`config.mk`:
```
export PLATFORM = sky130hd
export DESIGN_NAME = bmgo_queue
export DESIGN_NICKNAME = d
export VERILOG_FILES = /design/src/rtl/core/bmgo_pkg.sv /design/src/rtl/core/bmgo_queue.sv
export SDC_FILE = /design/constraint.sdc
export NUM_CORES = 1
export LEC_CHECK = 0
export BUFFER_PORTS_ARGS = -buffer_cell sky130_fd_sc_hd__clkbuf_2
export CAP_MARGIN = 20
export CORE_MARGIN = 4
export CORE_UTILIZATION = 50
export DETAILED_ROUTE_END_ITERATION = 8
export PLACE_DENSITY = 0.85
export SLEW_MARGIN = 20
export SYNTH_ARGS = -nofsm -noshare
export SYNTH_HDL_FRONTEND = slang
export SYNTH_SLANG_ARGS = --single-unit
```
`constraint.sdc`:
```
create_clock -name i_clk -period 2.5 [get_ports i_clk]
set_input_delay 0.25 -clock i_clk [delete_from_list [all_inputs] [get_ports i_clk]]
set_output_delay 0.25 -clock i_clk [all_outputs]
set_load 0.05 [all_outputs]
```
`src/rtl/core/bmgo_pkg.sv`:
```
`timescale 1ns / 1ps

package bmgo_pkg;

    // field widths
    localparam int PIX_W      = 8;
    localparam int OFF_W      = 17;
    localparam int CFG_DATA_W = 11;
    localparam int CFG_IDX_W  = 2;
    localparam int ROW_W      = 10;

    // register indexes on the config channel
    localparam logic [CFG_IDX_W-1:0] CFG_IDX_WIDTH  = 2'd0;
    localparam logic [CFG_IDX_W-1:0] CFG_IDX_HEIGHT = 2'd1;

    // defaults and limits
    localparam int DEF_MAX_WIDTH = 1024;
    localparam int DEF_WIDTH     = 320;
    localparam int DEF_HEIGHT    = 240;
    localparam int HEIGHT_LIMIT  = 1024;

    // request queue between front and back, power of two
    localparam int Q_DEPTH = 2;

    // truncating divide by 5 for magnitudes up to 255: (m * 205) >> 10
    localparam logic [15:0] RECIP5       = 16'd205;
    localparam int          RECIP5_SHIFT = 10;

    // dy saturation
    localparam logic signed [7:0] DY_MAX = 8'sd63;
    localparam logic signed [7:0] DY_MIN = -8'sd64;

    typedef struct packed {
        logic [PIX_W-1:0] pixel;
    } t_pix_req;

    typedef struct packed {
        logic [CFG_IDX_W-1:0]  index;
        logic [CFG_DATA_W-1:0] data;
    } t_cfg_req;

    typedef struct packed {
        logic signed [OFF_W-1:0] offset;
        logic                    last_of_run;
        logic                    end_of_frame;
    } t_result;

    // which results a pixel causes, in emission order
    typedef struct packed {
        logic above;
        logic left;
        logic eof;
    } t_kind;

    typedef struct packed {
        logic [PIX_W-1:0] here;
        logic [PIX_W-1:0] right;
        logic [PIX_W-1:0] pixel;
        logic [PIX_W-1:0] prev;
        t_kind            kind;
    } t_req;

    function automatic logic signed [7:0] div5(input logic signed [8:0] d);
        logic [8:0]  mag;
        logic [15:0] prod;
        logic [7:0]  q;
        mag  = d[8] ? 9'(-d) : 9'(d);
        prod = 16'(mag) * RECIP5;
        q    = 8'(prod >> RECIP5_SHIFT);
        return d[8] ? 8'(-q) : q;
    endfunction

    function automatic logic signed [OFF_W-1:0] bump_offset(
        input logic [PIX_W-1:0] here,
        input logic [PIX_W-1:0] right,
        input logic [PIX_W-1:0] below
    );
        logic signed [8:0] dx_diff;
        logic signed [8:0] dy_diff;
        logic signed [7:0] dx;
        logic signed [7:0] dy_full;
        logic signed [6:0] dy;
        dx_diff = $signed(9'(right) - 9'(here));
        dy_diff = $signed(9'(below) - 9'(here));
        dx      = div5(dx_diff);
        dy_full = div5(dy_diff);
        if (dy_full > DY_MAX) begin
            dy = 7'(DY_MAX);
        end else if (dy_full < DY_MIN) begin
            dy = 7'(DY_MIN);
        end else begin
            dy = 7'(dy_full);
        end
        return $signed({{(OFF_W-8){dx[7]}}, dx}) + $signed({dy[6], dy, 9'b0});
    endfunction

endpackage

```
`src/rtl/core/bmgo_queue.sv`:
```
`timescale 1ns / 1ps

module bmgo_queue (
    input  logic           i_clk,
    input  logic           i_rst_n,
    input  logic           i_push_valid,
    output logic           o_push_ready,
    input  bmgo_pkg::t_req i_push_data,
    output logic           o_pop_valid,
    input  logic           i_pop_ready,
    output bmgo_pkg::t_req o_pop_data
);
    import bmgo_pkg::*;

    localparam int PW = $clog2(Q_DEPTH);

    t_req          r_mem [Q_DEPTH];
    logic [PW-1:0] r_wr;
    logic [PW-1:0] r_rd;
    logic [PW:0]   r_count;
    logic          push;
    logic          pop;

    assign o_push_ready = (r_count != (PW+1)'(Q_DEPTH));
    assign o_pop_valid  = (r_count != '0);
    assign o_pop_data   = r_mem[r_rd];
    assign push         = i_push_valid && o_push_ready;
    assign pop          = o_pop_valid && i_pop_ready;

    always_ff @(posedge i_clk) begin
        if (!i_rst_n) begin
            r_wr    <= '0;
            r_rd    <= '0;
            r_count <= '0;
        end else begin
            if (push) begin
                r_wr <= r_wr + PW'(1);
            end
            if (pop) begin
                r_rd <= r_rd + PW'(1);
            end
            if (push && !pop) begin
                r_count <= r_count + (PW+1)'(1);
            end else if (pop && !push) begin
                r_count <= r_count - (PW+1)'(1);
            end
        end
    end

    always_ff @(posedge i_clk) begin
        if (push) begin
            r_mem[r_wr] <= i_push_data;
        end
    end

endmodule

```
==> results_dict.tcl <==
set metrics [dict create \
    outcome "finished clean" \
    endpoint_kind "output pin" \
    grt.total_usage_pct 15.06 \
    ioPinCount 76 \
    synth_top_family_by_area "multiplexers" \
    finClkSkew_ns 0.009677 \
    cp-endpoint "o_pop_data[21]" \
    hold_path.class "in -> reg" \
    grt_max_degree 36 \
    critPathKind "reg -> out" \
    synth-compound-area-share_pct 1.270 \
    syn_inst 133 \
    grt_pass1_vias 1571 \
    final_cell_mix "clkbuf_2, edfxtp_1, mux2_2, clkbuf_8" \
    syn_area_um2 2759 \
    synthToLayoutAreaGrowth_pct 22.99 \
    power_density_nw_per_um2 1131 \
    seq_area_frac_synth_pct 79.82 \
    die_y_um 82.28 \
    post-cts-setup-buffers 0 \
    drt_drc_violations_left 0 \
    dieArea_um2 6770 \
    ant_nets 0 \
    root_buffer "clkbuf_8" \
    place_inst 279 \
    yosys.area_share.simple_pct 2.358 \
    cts_buffers 9 \
    drt-total-wl_um 4785 \
    final_common_cell "clkbuf_2" \
    cp_data_arrival_time_ns 1.61 \
    grt_pass1_wl_um 7314 \
    clockBufferDepth 2 \
    peakVddDrop_mv 0.6417 \
    synth_adder_area_share_pct 0.4535 \
    ff2ff_path_depth 3 \
    post_cts_resized 0 \
    cts.sinks 75 \
    die_w_um 82.28 \
    max_freq_mhz 538.4 \
    power_mw 3.837 \
    reg2reg_slack_ns 0.80 \
    layout_setup_ws_ns 0.6427 \
    synth_xor_area_share_pct 0.9524 \
    tns_ns 0 \
    htree_levels 3 \
    port-buffer-count 75 \
    muxShareOfSynthArea_pct 14.29 \
    fin_nets 260 \
    r2r_end "r_mem[1][29]" \
    max_slew.worst_pin.slew_ns 0.4857 \
    synth_nets 173 \
    finish.instance_area_um2 3393 \
    hold_buffers 0 \
    coreArea_um2 5238 \
    fin_crit_sh_pct 74.29 \
    finalHoldViolCount 0 \
    min_period_ns 1.857 \
    leakagePower_nw 1.303 \
    place_congestion 0.6616 \
    clock_latency_ns 0.33 \
    grt_setup_unrepaired "no" \
    detail_route.wl_per_cell_um 16.22 \
    pre_cts_slack_ns 0.7923 \
    hold_start "i_push_data[31]" \
    crit_fanout 24 \
    finalNonFillerCells 295 \
    num_vias 1473 \
    syn_area_per_cell_um2 20.74 \
    drv_cap 0 \
    ys_warn_count 0 \
    drtPass1Iterations 4 \
    drive_gt1_share_pct 57.78 \
    startpoint_type "flop" \
    cts_tree "yes" \
    grt-ovfl-total 0 \
    ys_ff_latch 75 \
    r2r-start "r_count[0]" \
    setup_viol_count_final 0 \
    clk_pin_slew_worst_paths_ns 0.07 \
    rows 26 \
    crit_required_ns 2.25 \
    start_util_pct 52.68 \
    worst_hold_slack_ns 0.09992 \
    placed_cell_area_um2 3241 \
    dp_hpwl_um 3256 \
    antenna_found_initial 0 \
    n_antenna_cell 0 \
    drt_iter0_drc 43 \
    maxSlewViolCount 0 \
    finalCoreUtilization_pct 64.79 \
    slew-limit-headroom_pct 67.62 \
    num-fill-cells 397 \
    via_per_inst 4.993 \
    ys_types 19 \
]
-- worst max-delay path: stages (launching register included) --
cell and delay (ns):
dfxtp_1 0.33, buf_4 0.31, mux2_2 0.39, clkbuf_2 0.24
-- cells in the mapped netlist --
library cell	instances	area, um2
a21boi_1	1	7.510
mux2_2	35	394.1
inv_1	1	3.750
o21ai_1	1	5.000
a21boi_0	1	7.510
and2_1	4	25.02
buf_2	4	20.02
edfxtp_1	70	2102
o21ai_0	1	5.000
or3_1	1	6.260
ha_1	1	12.51
a21bo_2	1	10.01
nand2b_4	1	13.76
nand3b_1	1	7.510
and3_1	1	6.260
xnor2_1	2	17.52
xor2_1	1	8.760
dfxtp_1	5	100.1
or2_2	1	6.260
-- area by class of cell --
| type | instances | area (um2) | share of cell area [%] |
|---|---|---|---|
| timing repair buffer | 80 | 412.9 | 12.17 |
| clock buffer | 12 | 135.1 | 3.982 |
| multi-input combinational | 53 | 534.3 | 15.74 |
| sequential | 75 | 2202 | 64.90 |
| clock inverter | 4 | 17.52 | 0.5162 |
| inverter | 1 | 3.754 | 0.1106 |
| tap | 70 | 87.58 | 2.581 |
-- worst min-delay path by stage --
stage	to	depth (start not counted)	slack [ns]
after floorplan	r_mem[0][0]	0	0.35
after global placement	r_mem[0][19]	1	0.44
after detailed placement	r_mem[1][26]	1	0.44
after CTS	r_mem[1][26]	1	0.08
after global routing	r_mem[1][25]	1	0.07
final	r_mem[0][31]	1	0.1
-- routing by layer --
metal | part of all wire [%] | vias up | global-route usage [%]
li1 | - | 688 | -
met1 | 40 | 724 | 16.79
met2 | 52 | 55 | 26.20
met3 | 7.7 | 6 | 5.965
met4 | 0.77 | 0 | 4.983
met5 | 0 | - | 0
-- flip-flops by register name (all words and copies together) (netlist names), named ones only --
signal,count
r_count,2
r_rd,1
r_mem,70
r_wr,1
-- kinds of logic after synthesis --
logic type                 count (synthesis)
AOI/OAI and AO/OA                          5
xor gates and xnor gates                   3
adders and majority gates                  1
buffers and inverters                      5
DFF                                       75
muxes                                     35
and+or+nand+nor                            9
-- power breakdown --
group | internal, mW | switching [mW] | leakage (nW)
combinational | 0.425 | 1.04 | 0.529
sequential | 1.57 | 0.0592 | 0.695
clock | 0.351 | 0.394 | 0.0792
total | 2.35 | 1.49 | 1.30
Power figures use the tool's default switching activity.
