File: config.mk
export PLATFORM = sky130hd
export DESIGN_NAME = bmgo_back_flat
export DESIGN_NICKNAME = d
export VERILOG_FILES = /design/src/rtl/core/bmgo_pkg.sv /design/src/rtl/core/bmgo_chan_if.sv /design/src/rtl/core/bmgo_back.sv /design/src/flat_wrapper.sv
export SDC_FILE = /design/constraint.sdc
export NUM_CORES = 1
export LEC_CHECK = 0
export BUFFER_PORTS_ARGS = -buffer_cell sky130_fd_sc_hd__buf_2
export CELL_PAD_IN_SITES_DETAIL_PLACEMENT = 0
export CELL_PAD_IN_SITES_GLOBAL_PLACEMENT = 1
export CORE_ASPECT_RATIO = 1.1
export CORE_MARGIN = 2
export CORE_UTILIZATION = 17
export CTS_CLUSTER_SIZE = 25
export DETAILED_ROUTE_END_ITERATION = 10
export PLACE_DENSITY_LB_ADDON = 0.05
export SYNTH_ARGS = -nofsm -noshare
export SYNTH_HDL_FRONTEND = slang
export SYNTH_SLANG_ARGS = --single-unit
export TNS_END_PERCENT = 10
File: constraint.sdc
create_clock -name i_clk -period 1.1 [get_ports i_clk]
set_input_delay 0.055 -clock i_clk [delete_from_list [all_inputs] [get_ports i_clk]]
set_output_delay 0.055 -clock i_clk [all_outputs]
set_load 0.05 [all_outputs]
File: src/rtl/core/bmgo_pkg.sv
`timescale 1ns / 1ps

package bmgo_pkg;

    // field widths
    localparam int PIX_W      = 8;
    localparam int OFF_W      = 17;
    localparam int CFG_DATA_W = 11;
    localparam int CFG_IDX_W  = 2;
    localparam int ROW_W      = 10;

    // register indexes on the config channel
    localparam logic [CFG_IDX_W-1:0] CFG_IDX_WIDTH  = 2'd0;
    localparam logic [CFG_IDX_W-1:0] CFG_IDX_HEIGHT = 2'd1;

    // defaults and limits
    localparam int DEF_MAX_WIDTH = 1024;
    localparam int DEF_WIDTH     = 320;
    localparam int DEF_HEIGHT    = 240;
    localparam int HEIGHT_LIMIT  = 1024;

    // request queue between front and back, power of two
    localparam int Q_DEPTH = 2;

    // truncating divide by 5 for magnitudes up to 255: (m * 205) >> 10
    localparam logic [15:0] RECIP5       = 16'd205;
    localparam int          RECIP5_SHIFT = 10;

    // dy saturation
    localparam logic signed [7:0] DY_MAX = 8'sd63;
    localparam logic signed [7:0] DY_MIN = -8'sd64;

    typedef struct packed {
        logic [PIX_W-1:0] pixel;
    } t_pix_req;

    typedef struct packed {
        logic [CFG_IDX_W-1:0]  index;
        logic [CFG_DATA_W-1:0] data;
    } t_cfg_req;

    typedef struct packed {
        logic signed [OFF_W-1:0] offset;
        logic                    last_of_run;
        logic                    end_of_frame;
    } t_result;

    // which results a pixel causes, in emission order
    typedef struct packed {
        logic above;
        logic left;
        logic eof;
    } t_kind;

    typedef struct packed {
        logic [PIX_W-1:0] here;
        logic [PIX_W-1:0] right;
        logic [PIX_W-1:0] pixel;
        logic [PIX_W-1:0] prev;
        t_kind            kind;
    } t_req;

    function automatic logic signed [7:0] div5(input logic signed [8:0] d);
        logic [8:0]  mag;
        logic [15:0] prod;
        logic [7:0]  q;
        mag  = d[8] ? 9'(-d) : 9'(d);
        prod = 16'(mag) * RECIP5;
        q    = 8'(prod >> RECIP5_SHIFT);
        return d[8] ? 8'(-q) : q;
    endfunction

    function automatic logic signed [OFF_W-1:0] bump_offset(
        input logic [PIX_W-1:0] here,
        input logic [PIX_W-1:0] right,
        input logic [PIX_W-1:0] below
    );
        logic signed [8:0] dx_diff;
        logic signed [8:0] dy_diff;
        logic signed [7:0] dx;
        logic signed [7:0] dy_full;
        logic signed [6:0] dy;
        dx_diff = $signed(9'(right) - 9'(here));
        dy_diff = $signed(9'(below) - 9'(here));
        dx      = div5(dx_diff);
        dy_full = div5(dy_diff);
        if (dy_full > DY_MAX) begin
            dy = 7'(DY_MAX);
        end else if (dy_full < DY_MIN) begin
            dy = 7'(DY_MIN);
        end else begin
            dy = 7'(dy_full);
        end
        return $signed({{(OFF_W-8){dx[7]}}, dx}) + $signed({dy[6], dy, 9'b0});
    endfunction

endpackage

File: src/rtl/core/bmgo_chan_if.sv
`timescale 1ns / 1ps

interface bmgo_chan_if #(
    parameter type T = logic
);
    logic valid;
    logic ready;
    T     payload;

    modport source (output valid, output payload, input ready);
    modport sink   (input valid, input payload, output ready);
endinterface

File: src/rtl/core/bmgo_back.sv
`timescale 1ns / 1ps

module bmgo_back (
    input  logic           i_clk,
    input  logic           i_rst_n,
    input  logic           i_q_valid,
    output logic           o_q_ready,
    input  bmgo_pkg::t_req i_q_data,
    bmgo_chan_if.source    o_res
);
    import bmgo_pkg::*;

    t_kind                   r_mask;
    logic signed [OFF_W-1:0] r_off_above;
    logic signed [OFF_W-1:0] r_off_left;
    logic                    r_out_valid;
    t_result                 r_out;

    t_kind                   n_pick;
    t_kind                   n_rest;
    t_kind                   n_mask;
    logic                    out_free;
    logic                    emit;
    t_result                 n_out;

    always_comb begin
        n_pick = '0;
        priority if (r_mask.above) begin
            n_pick.above = 1'b1;
        end else if (r_mask.left) begin
            n_pick.left = 1'b1;
        end else if (r_mask.eof) begin
            n_pick.eof = 1'b1;
        end else begin
            n_pick = '0;
        end
        n_rest   = t_kind'(r_mask & ~n_pick);
        out_free = !r_out_valid || o_res.ready;
        emit     = out_free && (r_mask != '0);
        n_mask   = emit ? n_rest : r_mask;

        if (n_pick.above) begin
            n_out.offset = r_off_above;
        end else if (n_pick.left) begin
            n_out.offset = r_off_left;
        end else begin
            n_out.offset = '0;
        end
        n_out.last_of_run  = (n_rest == '0);
        n_out.end_of_frame = n_pick.eof;
    end

    assign o_q_ready = (n_mask == '0);

    always_ff @(posedge i_clk) begin
        if (!i_rst_n) begin
            r_mask      <= '0;
            r_out_valid <= 1'b0;
        end else begin
            if (i_q_valid && o_q_ready) begin
                r_mask <= i_q_data.kind;
            end else begin
                r_mask <= n_mask;
            end
            if (emit) begin
                r_out_valid <= 1'b1;
            end else if (o_res.ready) begin
                r_out_valid <= 1'b0;
            end
        end
    end

    always_ff @(posedge i_clk) begin
        if (i_q_valid && o_q_ready) begin
            r_off_above <= bump_offset(i_q_data.here, i_q_data.right, i_q_data.pixel);
            r_off_left  <= bump_offset(i_q_data.prev, i_q_data.pixel, i_q_data.prev);
        end
        if (emit) begin
            r_out <= n_out;
        end
    end

    assign o_res.valid   = r_out_valid;
    assign o_res.payload = r_out;

endmodule

File: src/flat_wrapper.sv
// flat-port wrapper written by rule: the top's interface ports become plain ports
module bmgo_back_flat import bmgo_pkg::*;
  (i_clk, i_rst_n, i_q_valid, o_q_ready, i_q_data, o_res_valid, o_res_payload, o_res_ready);
  bmgo_chan_if o_res_i ();
  input  logic i_clk;
  input  logic i_rst_n;
  input  logic i_q_valid;
  output logic o_q_ready;
  input  bmgo_pkg::t_req i_q_data;
  output wire logic [$bits(o_res_i.valid)-1:0] o_res_valid;
  output wire logic [$bits(o_res_i.payload)-1:0] o_res_payload;
  input wire logic [$bits(o_res_i.ready)-1:0] o_res_ready;
  assign o_res_valid = o_res_i.valid;
  assign o_res_payload = o_res_i.payload;
  assign o_res_i.ready = o_res_ready;
  bmgo_back u_core (.i_clk(i_clk), .i_rst_n(i_rst_n), .i_q_valid(i_q_valid), .o_q_ready(o_q_ready), .i_q_data(i_q_data), .o_res(o_res_i));
endmodule
==> results.rst <==
.. list-table::
   :header-rows: 1

   * - Metric
     - Value
   * - Total I/O pin count
     - 42
   * - Area growth syn-to-layout
     - 54.4%
   * - Placement-stage worst setup slack
     - -0.127 ns
   * - Layout cell share with drive strength beyond 1
     - between 40% and 50%
   * - Number of buffers on the longest clock path
     - 2
   * - Number of library cell types mapped by synthesis
     - 23
   * - Part of the power in combinational logic
     - 35.5%
   * - Net Switching
     - 0.226 mW
   * - Number of buffer and inverter stages on the critical path
     - 1
   * - Peak fanout along the critical path
     - 2
   * - Maximum ir drop on the vdd rail
     - 0.000835 V
   * - Global-route wire length before repair
     - 1550 um
   * - Sequential-to-total area share from yosys stat
     - about a third
   * - Unrepaired setup endpoints after global routing
     - true
   * - Antenna violation net count after detailed routing
     - 0
   * - DPL Wire Length
     - roughly 720 um
   * - Max Fclk
     - 0.733 GHz
   * - Hold Slack
     - 0.0869 ns
   * - Non-filler cells in the finished layout
     - 74
   * - Setup Fix Bufs, Post-CTS
     - 0
   * - Overall track demand over capacity in global routing
     - 9.61%
   * - Total standard cell area after synthesis
     - 315 um^2
   * - DR WL/cell
     - 11.7 um
   * - Post-route fraction of the period consumed by the critical path
     - 124%
   * - Storage element area
     - ~110 um^2
   * - Cell type group with the largest total delay on the critical path
     - flip-flops
   * - Violations in the final reports
     - setup timing
   * - Combined area of the multi-input logic cells
     - 213 um^2
   * - Headroom to the max-slew limit
     - 84.3%
   * - Clock H-tree levels
     - 1
   * - Vertical die dimension
     - slightly below 50 um
   * - Initial antenna violation count
     - 0
   * - Syn Area/Cell
     - 8.52 um^2
   * - Number of max-cap violations
     - 0
   * - Final Max Tran Viols
     - 0
   * - Final Hold Violating Endpoints
     - 0
   * - Overall die area
     - 2220 um^2
   * - Synthesized Nets
     - 76
   * - Min Tclk post-route
     - ~1.4 ns
   * - Routed wire length
     - 866 um
   * - Iteration count of the initial detailed-routing pass
     - 2
   * - Clock sinks
     - 5
   * - Startpoint type of the worst setup path
     - flop
   * - Area inside the core boundary
     - 1760 um^2
   * - Final setup violation count
     - 1
   * - Global placer's final weighted congestion
     - 0.655
   * - TritonCTS clock tree
     - built
   * - DR iter-0 viols
     - 6
   * - Clock latency at the later pin of the worst-skew pair
     - 0.24 ns
   * - Fraction of power spent switching nets
     - 33.5%
   * - Post-Layout Inst Area
     - just under 500 um^2
   * - Worst clock skew
     - 0.00306 ns
   * - Commonest cells after routing, fill and taps aside
     - 8 x buf_2, 7 x buf_4
   * - Total power divided by cell area
     - 1390 nW/um^2
   * - Cell row count
     - 16
   * - Highest-delay cell along the critical path
     - dfxtp_4
   * - Maximum number of pins on one net before global-route repair
     - 7
   * - GRT Residual Overflow
     - 0
   * - Arrival time at the worst endpoint
     - 1.31 ns
   * - Layout filler cell count
     - 207
   * - Sequential group share of total power
     - around a third
   * - Count of mapped cells out of synthesis
     - 37
   * - Detailed-route DRC error count
     - 0
   * - Synthesis-stage register bit count
     - 5
   * - Endpoint required time on the critical path
     - 1.04 ns
   * - Cell count after placement
     - 70
   * - Hold crit path type
     - input pin to flop
   * - Leakage power
     - 0.204 nW
   * - Effective utilization at floorplan
     - between 10% and 20%
   * - Die X
     - 45.1 um
   * - Clock transition at path regs
     - 0.04 ns
   * - Num CTS Buffers
     - 3
   * - Cells along the critical path
     - nor2b_4 -> maj3_2 -> o21ai_4 -> buf_6
   * - Critical Path Max Stage Delay
     - 0.33 ns
   * - Average via count per standard cell
     - 4.74
   * - Via count of the routed design
     - 351
   * - Final net count
     - 96
   * - Core utilization of the finished layout
     - 27.6%
   * - Smallest setup slack after layout
     - -0.264 ns
   * - Synthesis Warnings
     - 0
   * - Internal Pwr Total
     - roughly 0.45 mW
   * - Critical Path Sink Type
     - output pin
   * - Via count of the first global-routing pass
     - around 370
   * - Cell Area, Placed
     - 442 um^2
   * - Share of total power in the clock network
     - 31.0%
   * - CP Class
     - flop to output pin
   * - Number of buffer cells added on primary ports
     - 9
   * - Most common cell after layout, fill and taps aside
     - buf_2
   * - Root Buffer
     - clkbuf_4
   * - Transition time of the tightest slew-check pin
     - between 0.2 and 0.25 ns
   * - Antenna diode count
     - 0
   * - Result of the run
     - finished with violations
==> timing repair <==
action,4_1_cts,5_1_grt
gates cloned,0,0
resized for setup,3,1
pin swaps,2,1
endpoints found under the setup margin,2,3
hold buffers,0,0
==> logic make-up after synthesis <==
| group | count (synthesis) | synth area share [%] |
|---|---|---|
| compound gates | 9 | 21.0 |
| simple gates | 19 | 36.5 |
| fa+ha+maj | 1 | 3.57 |
| buf+inv | 3 | 3.97 |
| flops | 5 | 34.9 |
==> final cells by class <==
cell class / count / area share, %
clock buffer: 4 / 5.40
tap: 18 / 4.63
inverter: 2 / 1.54
multi-input combinational: 29 / 43.7
timing repair buffer: 16 / 21.3
sequential: 5 / 23.4
==> registers in the layout, indices dropped and copies added, names as in the netlist <==
register and count:
u_core.r_mask 3, u_core.o_res.valid 1, u_core.o_res.payload 1
==> worst register-to-register path: stages, from the launching register on <==
cell	delay, ns
dfxtp_4	0.33
nor2b_4	0.12
buf_4	0.14
o41ai_2	0.27
nor3_1	0.10
==> synthesized netlist by cell type (all sizes together) <==
cell type  count  share of area [%]
nor2           2                2.4
clkbuf         1                1.6
nand2b         3                6.0
and2           2                4.0
o41ai          1                2.8
o32ai          1                2.8
nand3          3                4.8
o21ai          3                6.0
nand3b         2                4.8
a21oi          1                1.6
inv            2                2.4
edfxtp         1                9.5
nand4          1                2.0
nor2b          2                6.3
o221ai         2                5.6
nand2          1                1.2
dfxtp          4                 25
maj3           1                3.6
nor3           2                3.2
a21boi         1                2.4
and3           1                2.0
==> per-layer routing <==
metal	wire length (um)	vias up	GRT usage [%]
li1	-	176	-
met1	331	164	10.1
met2	456	11	15.5
met3	78	0	6.30
met4	0	0	2.45
met5	0	-	0
==> through the flow <==
| stage | setup TNS [ns] | power (mW) |
|---|---|---|
| finish | -0.264 | 0.675 |
| detailed placement | -0.162 | 0.457 |
| global route | -0.350 | 0.731 |
| floorplan | -0.153 | 0.369 |
| CTS | -0.286 | 0.687 |
| global placement | -0.162 | 0.460 |
==> final timing paths <==
kind                                          from               end  slack [ns]  depth (start not counted)
worst max-delay path            u_core.o_res.valid         o_q_ready       -0.26                          4
worst min-delay path                       i_rst_n  u_core.r_mask[0]        0.09                          3
worst max register to register  u_core.o_res.valid  u_core.r_mask[0]        0.03                          4
worst min register to register    u_core.r_mask[0]  u_core.r_mask[0]        0.63                          2
==> power by group through the flow <==
stage	Clock [mW]	Combinational [mW]	Sequential [mW]
4_1_cts	0.223	0.239	0.225
3_3_place_gp	0	0.231	0.229
3_5_place_dp	0	0.229	0.228
5_1_grt	0.242	0.261	0.228
2_1_floorplan	0	0.0986	0.271
6_report	0.210	0.240	0.226
Note: power is estimated with default switching activity, not from simulation.
